### src/hdl/avp_deframer_assert.svh
// Assertion macros for the AVP deframer.
`ifndef AVP_DEFRAMER_ASSERT_SVH
`define AVP_DEFRAMER_ASSERT_SVH
`ifndef NO_ASSERTIONS
`define AVP_ASSERT(lbl, clk, rst_n, prop, msg) \
  lbl: assert property (@(posedge clk) disable iff (!rst_n) prop) else $error(msg);
`define AVP_ASSERT_IMPL(lbl, clk, rst_n, ante, cons, msg) \
  lbl: assert property (@(posedge clk) disable iff (!rst_n) (ante) |-> (cons)) else $error(msg);
`else
`define AVP_ASSERT(lbl, clk, rst_n, prop, msg)
`define AVP_ASSERT_IMPL(lbl, clk, rst_n, ante, cons, msg)
`endif
`endif

### src/hdl/avp_pkg.sv
package avp_pkg;

  localparam logic [31:0] DEFAULT_CODE = 32'd79;
  localparam logic [23:0] HDR_BYTES    = 24'd8;

  typedef enum logic [1:0] {
    PH_HEADER,
    PH_PAYLOAD,
    PH_PAD,
    PH_DRAIN
  } phase_e;

  typedef enum logic [1:0] {
    KIND_DATA,
    KIND_OK,
    KIND_FAIL
  } kind_e;

  typedef enum logic [2:0] {
    CAUSE_NONE,
    CAUSE_SHORT_HDR,
    CAUSE_BAD_CODE,
    CAUSE_BAD_LEN,
    CAUSE_SHORT_PAY
  } cause_e;

  typedef struct packed {
    logic [7:0] data;
    kind_e      kind;
    cause_e     cause;
    logic       last;
  } result_t;

  typedef struct packed {
    logic [1:0] n;
    result_t    r0;
    result_t    r1;
  } push_t;

  function automatic result_t mk_data(input logic [7:0] b);
    result_t r;
    r.data  = b;
    r.kind  = KIND_DATA;
    r.cause = CAUSE_NONE;
    r.last  = 1'b0;
    return r;
  endfunction

  function automatic result_t mk_ok();
    result_t r;
    r.data  = 8'd0;
    r.kind  = KIND_OK;
    r.cause = CAUSE_NONE;
    r.last  = 1'b1;
    return r;
  endfunction

  function automatic result_t mk_fail(input cause_e c);
    result_t r;
    r.data  = 8'd0;
    r.kind  = KIND_FAIL;
    r.cause = c;
    r.last  = 1'b1;
    return r;
  endfunction

endpackage

### src/hdl/avp_deframer.sv
// AVP deframer: one stream byte per cycle in, payload bytes and per-AVP status out.
// An accepted byte is registered first; its results then go into the result queue.
// Throughput: one input word per cycle; a 4-entry result queue absorbs the
// two-result words that close an AVP, and the input stalls when it has under two free slots.
// Reset: parser returns to header phase, queue empties, expected code becomes 79.
`include "avp_deframer_assert.svh"

module avp_deframer (
  input  logic        clk_i,
  input  logic        rst_ni,
  input  logic        cfg_we_i,
  input  logic [31:0] cfg_wdata_i,
  input  logic        in_valid_i,
  output logic        in_stall_o,
  input  logic [7:0]  in_byte_i,
  input  logic        stream_end_i,
  output logic        out_valid_o,
  input  logic        out_stall_i,
  output logic [7:0]  data_byte_o,
  output logic [1:0]  kind_o,
  output logic [2:0]  fail_cause_o,
  output logic        last_o
);

  logic [31:0]      exp_code_q;
  logic             room;
  avp_pkg::push_t   push;
  avp_pkg::result_t head;

  always_ff @(posedge clk_i or negedge rst_ni) begin
    if (!rst_ni) begin
      exp_code_q <= avp_pkg::DEFAULT_CODE;
    end else if (cfg_we_i) begin
      exp_code_q <= cfg_wdata_i;
    end
  end

  avp_parser u_parser (
    .clk_i        (clk_i),
    .rst_ni       (rst_ni),
    .exp_code_i   (exp_code_q),
    .in_valid_i   (in_valid_i),
    .in_stall_o   (in_stall_o),
    .in_byte_i    (in_byte_i),
    .stream_end_i (stream_end_i),
    .room_i       (room),
    .push_o       (push)
  );

  avp_outq u_outq (
    .clk_i       (clk_i),
    .rst_ni      (rst_ni),
    .push_i      (push),
    .room_o      (room),
    .out_valid_o (out_valid_o),
    .out_stall_i (out_stall_i),
    .head_o      (head)
  );

  assign data_byte_o  = head.data;
  assign kind_o       = head.kind;
  assign fail_cause_o = head.cause;
  assign last_o       = head.last;

  `AVP_ASSERT_IMPL(a_push_room, clk_i, rst_ni, push.n != 2'd0, room, "push without queue room")
  `AVP_ASSERT(a_push_max, clk_i, rst_ni, push.n != 2'd3, "more than two results per word")
  `AVP_ASSERT_IMPL(a_pair_order, clk_i, rst_ni, push.n == 2'd2, (push.r0.kind == avp_pkg::KIND_DATA) && push.r1.last, "two-result word not data then status")

endmodule

### src/hdl/avp_parser.sv
module avp_parser (
  input  logic           clk_i,
  input  logic           rst_ni,
  input  logic [31:0]    exp_code_i,
  input  logic           in_valid_i,
  output logic           in_stall_o,
  input  logic [7:0]     in_byte_i,
  input  logic           stream_end_i,
  input  logic           room_i,
  output avp_pkg::push_t push_o
);

  logic                iv_q;
  logic [7:0]          ib_q;
  logic                ie_q;
  logic                go;

  avp_pkg::phase_e     ph_q, ph_d;
  logic [23:0]         cnt_q, cnt_d;
  logic [31:0]         code_q, code_d;
  logic [23:0]         len_q, len_d;
  logic [1:0]          pad_q, pad_d;

  logic [31:0]         code_n;
  logic [23:0]         len_n;
  logic [23:0]         cnt_dec;
  logic [1:0]          pad_dec;
  logic                restart;
  avp_pkg::push_t      push;

  assign go         = iv_q & room_i;
  assign in_stall_o = iv_q & ~room_i;

  // input word register
  always_ff @(posedge clk_i or negedge rst_ni) begin
    if (!rst_ni) begin
      iv_q <= 1'b0;
    end else if (!in_stall_o) begin
      iv_q <= in_valid_i;
    end
  end

  always_ff @(posedge clk_i) begin
    if (in_valid_i && !in_stall_o) begin
      ib_q <= in_byte_i;
      ie_q <= stream_end_i;
    end
  end

  assign code_n  = (cnt_q < 24'd4) ? {code_q[23:0], ib_q} : code_q;
  assign len_n   = (cnt_q >= 24'd5) ? {len_q[15:0], ib_q} : len_q;
  assign cnt_dec = cnt_q - 24'd1;
  assign pad_dec = pad_q - 2'd1;

  always_comb begin
    ph_d    = ph_q;
    cnt_d   = cnt_q;
    code_d  = code_q;
    len_d   = len_q;
    pad_d   = pad_q;
    restart = 1'b0;
    push.n  = 2'd0;
    push.r0 = avp_pkg::mk_data(8'd0);
    push.r1 = avp_pkg::mk_data(8'd0);

    case (ph_q)
      avp_pkg::PH_PAYLOAD: begin
        push.n  = 2'd1;
        push.r0 = avp_pkg::mk_data(ib_q);
        cnt_d   = cnt_dec;
        if (cnt_dec == 24'd0 && pad_q == 2'd0) begin
          push.n  = 2'd2;
          push.r1 = avp_pkg::mk_ok();
          restart = 1'b1;
        end else begin
          if (cnt_dec == 24'd0) begin
            ph_d = avp_pkg::PH_PAD;
          end
          if (ie_q) begin
            push.n  = 2'd2;
            push.r1 = avp_pkg::mk_fail(avp_pkg::CAUSE_SHORT_PAY);
            restart = 1'b1;
          end
        end
      end
      avp_pkg::PH_PAD: begin
        pad_d = pad_dec;
        if (pad_dec == 2'd0) begin
          push.n  = 2'd1;
          push.r0 = avp_pkg::mk_ok();
          restart = 1'b1;
        end else if (ie_q) begin
          push.n  = 2'd1;
          push.r0 = avp_pkg::mk_fail(avp_pkg::CAUSE_SHORT_PAY);
          restart = 1'b1;
        end
      end
      avp_pkg::PH_DRAIN: begin
        restart = ie_q;
      end
      avp_pkg::PH_HEADER: begin
        code_d = code_n;
        len_d  = len_n;
        cnt_d  = cnt_q + 24'd1;
        if (cnt_q < 24'd7) begin
          if (ie_q) begin
            push.n  = 2'd1;
            push.r0 = avp_pkg::mk_fail(avp_pkg::CAUSE_SHORT_HDR);
            restart = 1'b1;
          end
        end else if (code_n != exp_code_i) begin
          push.n  = 2'd1;
          push.r0 = avp_pkg::mk_fail(avp_pkg::CAUSE_BAD_CODE);
          restart = ie_q;
          ph_d    = avp_pkg::PH_DRAIN;
        end else if (len_n < avp_pkg::HDR_BYTES) begin
          push.n  = 2'd1;
          push.r0 = avp_pkg::mk_fail(avp_pkg::CAUSE_BAD_LEN);
          restart = ie_q;
          ph_d    = avp_pkg::PH_DRAIN;
        end else begin
          pad_d = 2'd0 - len_n[1:0];
          cnt_d = len_n - avp_pkg::HDR_BYTES;
          if (len_n != avp_pkg::HDR_BYTES) begin
            ph_d = avp_pkg::PH_PAYLOAD;
          end else if (len_n[1:0] != 2'd0) begin
            ph_d = avp_pkg::PH_PAD;
          end
          if (len_n == avp_pkg::HDR_BYTES && len_n[1:0] == 2'd0) begin
            push.n  = 2'd1;
            push.r0 = avp_pkg::mk_ok();
            restart = 1'b1;
          end else if (ie_q) begin
            push.n  = 2'd1;
            push.r0 = avp_pkg::mk_fail(avp_pkg::CAUSE_SHORT_PAY);
            restart = 1'b1;
          end
        end
      end
      default: begin
        restart = 1'b1;
      end
    endcase

    if (restart) begin
      ph_d   = avp_pkg::PH_HEADER;
      cnt_d  = 24'd0;
      code_d = 32'd0;
      len_d  = 24'd0;
      pad_d  = 2'd0;
    end
  end

  always_ff @(posedge clk_i or negedge rst_ni) begin
    if (!rst_ni) begin
      ph_q   <= avp_pkg::PH_HEADER;
      cnt_q  <= 24'd0;
      code_q <= 32'd0;
      len_q  <= 24'd0;
      pad_q  <= 2'd0;
    end else if (go) begin
      ph_q   <= ph_d;
      cnt_q  <= cnt_d;
      code_q <= code_d;
      len_q  <= len_d;
      pad_q  <= pad_d;
    end
  end

  always_comb begin
    push_o = push;
    if (!go) begin
      push_o.n = 2'd0;
    end
  end

endmodule

### src/hdl/avp_outq.sv
module avp_outq (
  input  logic             clk_i,
  input  logic             rst_ni,
  input  avp_pkg::push_t   push_i,
  output logic             room_o,
  output logic             out_valid_o,
  input  logic             out_stall_i,
  output avp_pkg::result_t head_o
);

  avp_pkg::result_t mem_q [4];
  logic [1:0]       wp_q;
  logic [1:0]       rp_q;
  logic [2:0]       cnt_q;
  logic             pop;

  assign out_valid_o = cnt_q != 3'd0;
  assign pop         = out_valid_o & ~out_stall_i;
  assign room_o      = cnt_q <= 3'd2;
  assign head_o      = mem_q[rp_q];

  always_ff @(posedge clk_i) begin
    if (push_i.n != 2'd0) begin
      mem_q[wp_q] <= push_i.r0;
    end
    if (push_i.n == 2'd2) begin
      mem_q[wp_q + 2'd1] <= push_i.r1;
    end
  end

  always_ff @(posedge clk_i or negedge rst_ni) begin
    if (!rst_ni) begin
      wp_q  <= 2'd0;
      rp_q  <= 2'd0;
      cnt_q <= 3'd0;
    end else begin
      wp_q  <= wp_q + push_i.n;
      rp_q  <= rp_q + {1'b0, pop};
      cnt_q <= cnt_q + {1'b0, push_i.n} - {2'b00, pop};
    end
  end

endmodule

### config.mk
export PLATFORM = sky130hd
export DESIGN_NAME = avp_deframer
export DESIGN_NICKNAME = d
export VERILOG_FILES = /design/src/hdl/avp_pkg.sv /design/src/hdl/avp_deframer.sv /design/src/hdl/avp_parser.sv /design/src/hdl/avp_outq.sv
export VERILOG_INCLUDE_DIRS = /design/src /design/src/hdl
export SDC_FILE = /design/constraint.sdc
export NUM_CORES = 1
export LEC_CHECK = 0
export ABC_AREA = 1
export BUFFER_PORTS_ARGS = -buffer_cell sky130_fd_sc_hd__buf_2
export CELL_PAD_IN_SITES_DETAIL_PLACEMENT = 0
export CELL_PAD_IN_SITES_GLOBAL_PLACEMENT = 1
export CORE_MARGIN = 4
export CORE_UTILIZATION = 25
export CTS_BUF_LIST = sky130_fd_sc_hd__clkbuf_4
export DETAILED_ROUTE_END_ITERATION = 12
export PLACE_DENSITY = 0.64
export SKIP_LAST_GASP = 1
export SLEW_MARGIN = 0
export SYNTH_ARGS = -nofsm -noshare
export SYNTH_HDL_FRONTEND = slang
export SYNTH_SLANG_ARGS = --single-unit
export TNS_END_PERCENT = 1
### constraint.sdc
create_clock -name clk_i -period 3.72 [get_ports clk_i]
set_input_delay 0.186 -clock clk_i [delete_from_list [all_inputs] [get_ports clk_i]]
set_output_delay 0.186 -clock clk_i [all_outputs]
set_load 0.005 [all_outputs]
==> impl_metrics.json <==
{
  "status": "finished, final reports clean",
  "worst_ep_arrival_time_ns": 4.09,
  "setup_viol": 0,
  "drv_slew": 0,
  "p_total_mw": 11.96,
  "num-nets-final": 2089,
  "fin_setup_tns_ns": 0,
  "fin_ws_ns": 0.1947,
  "syn_to_final_growth_pct": 21.08,
  "synth.mux.area_fraction_pct": 0,
  "start_util_pct": 25.28,
  "pre_cts_slack_ns": 0.07955,
  "path_clk_slew_ns": 0.18,
  "core-area_um2": 50170,
  "postSynthAreaPerCell_um2": 6.832,
  "overflow": 0,
  "irDropWorstVdd_uv": 363.7,
  "die_area_um2": 54390,
  "synth_top_area_cell": "dfrtp_1",
  "h-tree-depth": 4,
  "wl_per_cell_um": 15.00,
  "layout-drive-gt1-share_pct": 16.14,
  "clock_path_buffers": 2,
  "rsz0062_at_grt": "yes",
  "max_freq_mhz": 283.7,
  "synth_cells": 1856,
  "tightest_slew_ns": 1.033,
  "cp-startpoint": "u_parser.cnt_q[1]",
  "r2r-start": "u_parser.cnt_q[1]",
  "powerDensity_nw_per_um2": 778.8,
  "hold_violations": 0,
  "fill_cells": 5471,
  "ys_top_cells_by_area": "dfrtp_1, nand2_1, nand3_1, dfxtp_1, edfxtp_1",
  "fin_crit_sh_pct": 94.76,
  "power_leakage_nw": 7.452,
  "via_per_inst": 4.555,
  "row_count": 82,
  "hp-class": "in2reg",
  "hold_ws_ns": 0.05231,
  "gp_congestion": 0.8966,
  "synth_top_flop_cell": "dfrtp_1",
  "r2r_cells": 25,
  "die_y_um": 233.2,
  "routed_wl_mm": 40.71,
  "dieWidth_um": 233.2,
  "synth_xor_xnor_area_share_pct": 3.937,
  "vias": 12360,
  "drc": 0,
  "yosysMostFrequentCell": "nand2_1",
  "cp_max_fo": 15,
  "io_buffers": 61,
  "numClockSinks": 189,
  "cts_tree": "built",
  "endpoint_kind": "flop",
  "clk_latency_ns": 0.68,
  "synth_warnings": 0,
  "io_pins": 62,
  "clock_skew_ns": 0.03772,
  "hold_depth": 2,
  "synth_compound_area_share_pct": 11.69,
  "dp_hpwl_mm": 29.41,
  "async_flop_share_pct": 65.61,
  "cp-start-kind": "flop",
  "synth_area_um2": 12680,
  "path_class": "reg2reg",
  "syn_nets": 1919,
  "cts-root-buf": "clkbuf_4",
  "cap_violations": 0,
  "yosysUniqueCellTypes": 44,
  "grt_pass1_vias": 11750,
  "synth-seq-cells": 189,
  "finalCriticalPeriod_ns": 3.525,
  "synth_top_family_by_area": "simple AND/OR/NAND/NOR gates",
  "grtUsageTotal_pct": 14.87,
  "slew-limit-headroom_pct": 30.89,
  "dr.pass1.iters": 5,
  "antenna_found_initial": 2,
  "numCtsBuffers": 17,
  "yosys.area.top_type_share_pct": 23.48,
  "synth_common_cells": "nand2_1, inv_1, nor2_1",
  "grt_max_degree": 81,
  "drt_iter0_markers": 730,
  "seq_area_frac_synth_pct": 36.75,
  "ant_nets": 0,
  "grt_pass1_wl_mm": 64.48,
  "cp.required_ns": 4.29,
  "synthAdderAreaFrac_pct": 1.737,
  "hp-start": "cfg_we_i",
  "synth_edf_count": 25,
  "synth_simple_gate_area_share_pct": 35.39
}
cell type report:
type / instances / area [µm²] / share of cell area, %
Sequential cell: 189 / 4661 / 30.36
Inverter: 186 / 705.7 / 4.596
Timing Repair Buffer: 253 / 2052 / 13.36
Tap cell: 672 / 840.8 / 5.476
Clock buffer: 18 / 135.1 / 0.8801
Clock inverter: 14 / 130.1 / 0.8475
Multi-Input combinational cell: 1379 / 6822 / 44.43
Antenna cell: 3 / 7.507 / 0.04890
repair_timing:
action | 4_1_cts | 5_1_grt
gates resized for setup | 0 | 50
endpoints found under the hold margin | 122 | 0
endpoints found under the setup margin | 0 | 151
hold buffers | 66 | 0
setup buffers | 0 | 13
per-stage QoR:
step	instances	cell area, µm²	util [%]
after floorplan	1856	12680	-
after global placement	2598	14120	28.14
after detailed placement	2598	14120	28.14
after CTS	2696	15040	29.98
after global routing	2714	15350	30.60
final	2714	15350	30.60
state kept, by name (all words and copies together), names as in the netlist, 3 cells and up:
name and flops:
u_parser.cnt_q 24, u_outq.mem_q 56, u_parser.len_q 24, u_outq.cnt_q 3
exp_code_q 32, u_parser.ib_q 8, u_parser.code_q 32
layer usage:
layer	global-route usage, %	part of all wire [%]
met1	21.19	49
met2	23.57	45
met3	2.561	3.8
met4	3.269	1.3
met5	0	0
path summary, 6_finish.rpt:
path / end / slack (ns)
worst min register to register: u_outq.mem_q[2][7] / 0.50
worst max-delay path: u_outq.cnt_q[2] / 0.19
worst max register to register: u_outq.cnt_q[2] / 0.19
worst min-delay path: exp_code_q[30] / 0.05
max in group asynchronous: exp_code_q[3] / 2.64
min in group asynchronous: u_parser.len_q[11] / 0.16
power breakdown:
| group | internal (mW) | total (mW) | switching (mW) |
|---|---|---|---|
| clock network | 0.299 | 1.16 | 0.864 |
| logic | 2.74 | 7.62 | 4.88 |
| registers | 2.73 | 3.17 | 0.439 |
worst max-delay path: stages, from the launching register on:
cell and delay [ns]:
dfrtp_1 0.42, inv_2 0.10, ha_2 0.20, inv_2 0.05, nand2_1 0.05, nand2_1 0.05
nand2_2 0.10, nor2_8 0.05, nand3_4 0.11, buf_12 0.15, nand2_1 0.10, nand2_1 0.12
nand2_1 0.09, nor2_2 0.13, nand2_1 0.10, nor2_2 0.18, o21ai_2 0.09, nand4_1 0.12
nand2_1 0.09, nand3_2 0.08, nand2_2 0.05, ha_1 0.27, inv_1 0.04, ha_1 0.18
fa_1 0.37, xnor2_1 0.13
cell usage in the layout, fill, tap and decap left out, types with 3 or more instances in the layout:
| master | synthesis | final |
|---|---|---|
| o211ai_1 | 4 | 4 |
| buf_4 | 4 | 114 |
| o21ai_4 | 0 | 3 |
| nand3_1 | 168 | 166 |
| clkinv_4 | 0 | 6 |
| o21ai_0 | 93 | 90 |
| nand2_2 | 15 | 18 |
| diode_2 | 0 | 3 |
| nand3_2 | 4 | 5 |
| nor2_2 | 11 | 15 |
| inv_2 | 3 | 6 |
| xor2_1 | 50 | 49 |
| nand2_1 | 591 | 587 |
| buf_6 | 25 | 4 |
| nand2_4 | 3 | 4 |
| dlygate4sd3_1 | 0 | 66 |
| inv_6 | 0 | 4 |
| o21ai_1 | 63 | 62 |
| o211ai_2 | 3 | 3 |
| nand4_1 | 43 | 43 |
| dfxtp_1 | 40 | 40 |
| nor2_1 | 169 | 162 |
| a21oi_1 | 55 | 54 |
| dfrtp_1 | 119 | 119 |
| o22ai_1 | 13 | 13 |
| clkbuf_4 | 0 | 18 |
| nor3_1 | 17 | 17 |
| ha_1 | 16 | 13 |
| nor4_1 | 5 | 5 |
| edfxtp_1 | 25 | 25 |
| buf_2 | 35 | 60 |
| buf_12 | 0 | 7 |
| dfstp_2 | 5 | 5 |
| o21ai_2 | 29 | 30 |
| or2_1 | 4 | 4 |
| nor2_4 | 6 | 9 |
| xnor2_1 | 7 | 7 |
| inv_1 | 181 | 177 |
cell families after synthesis:
family                     Yosys count
adders and majority gates           17
and+or+nand+nor                   1042
buffers and inverters              288
AOI/OAI and AO/OA                  263
xor gates and xnor gates            57
DFF                                189
No activity file was read; power rests on OpenSTA's default activity.
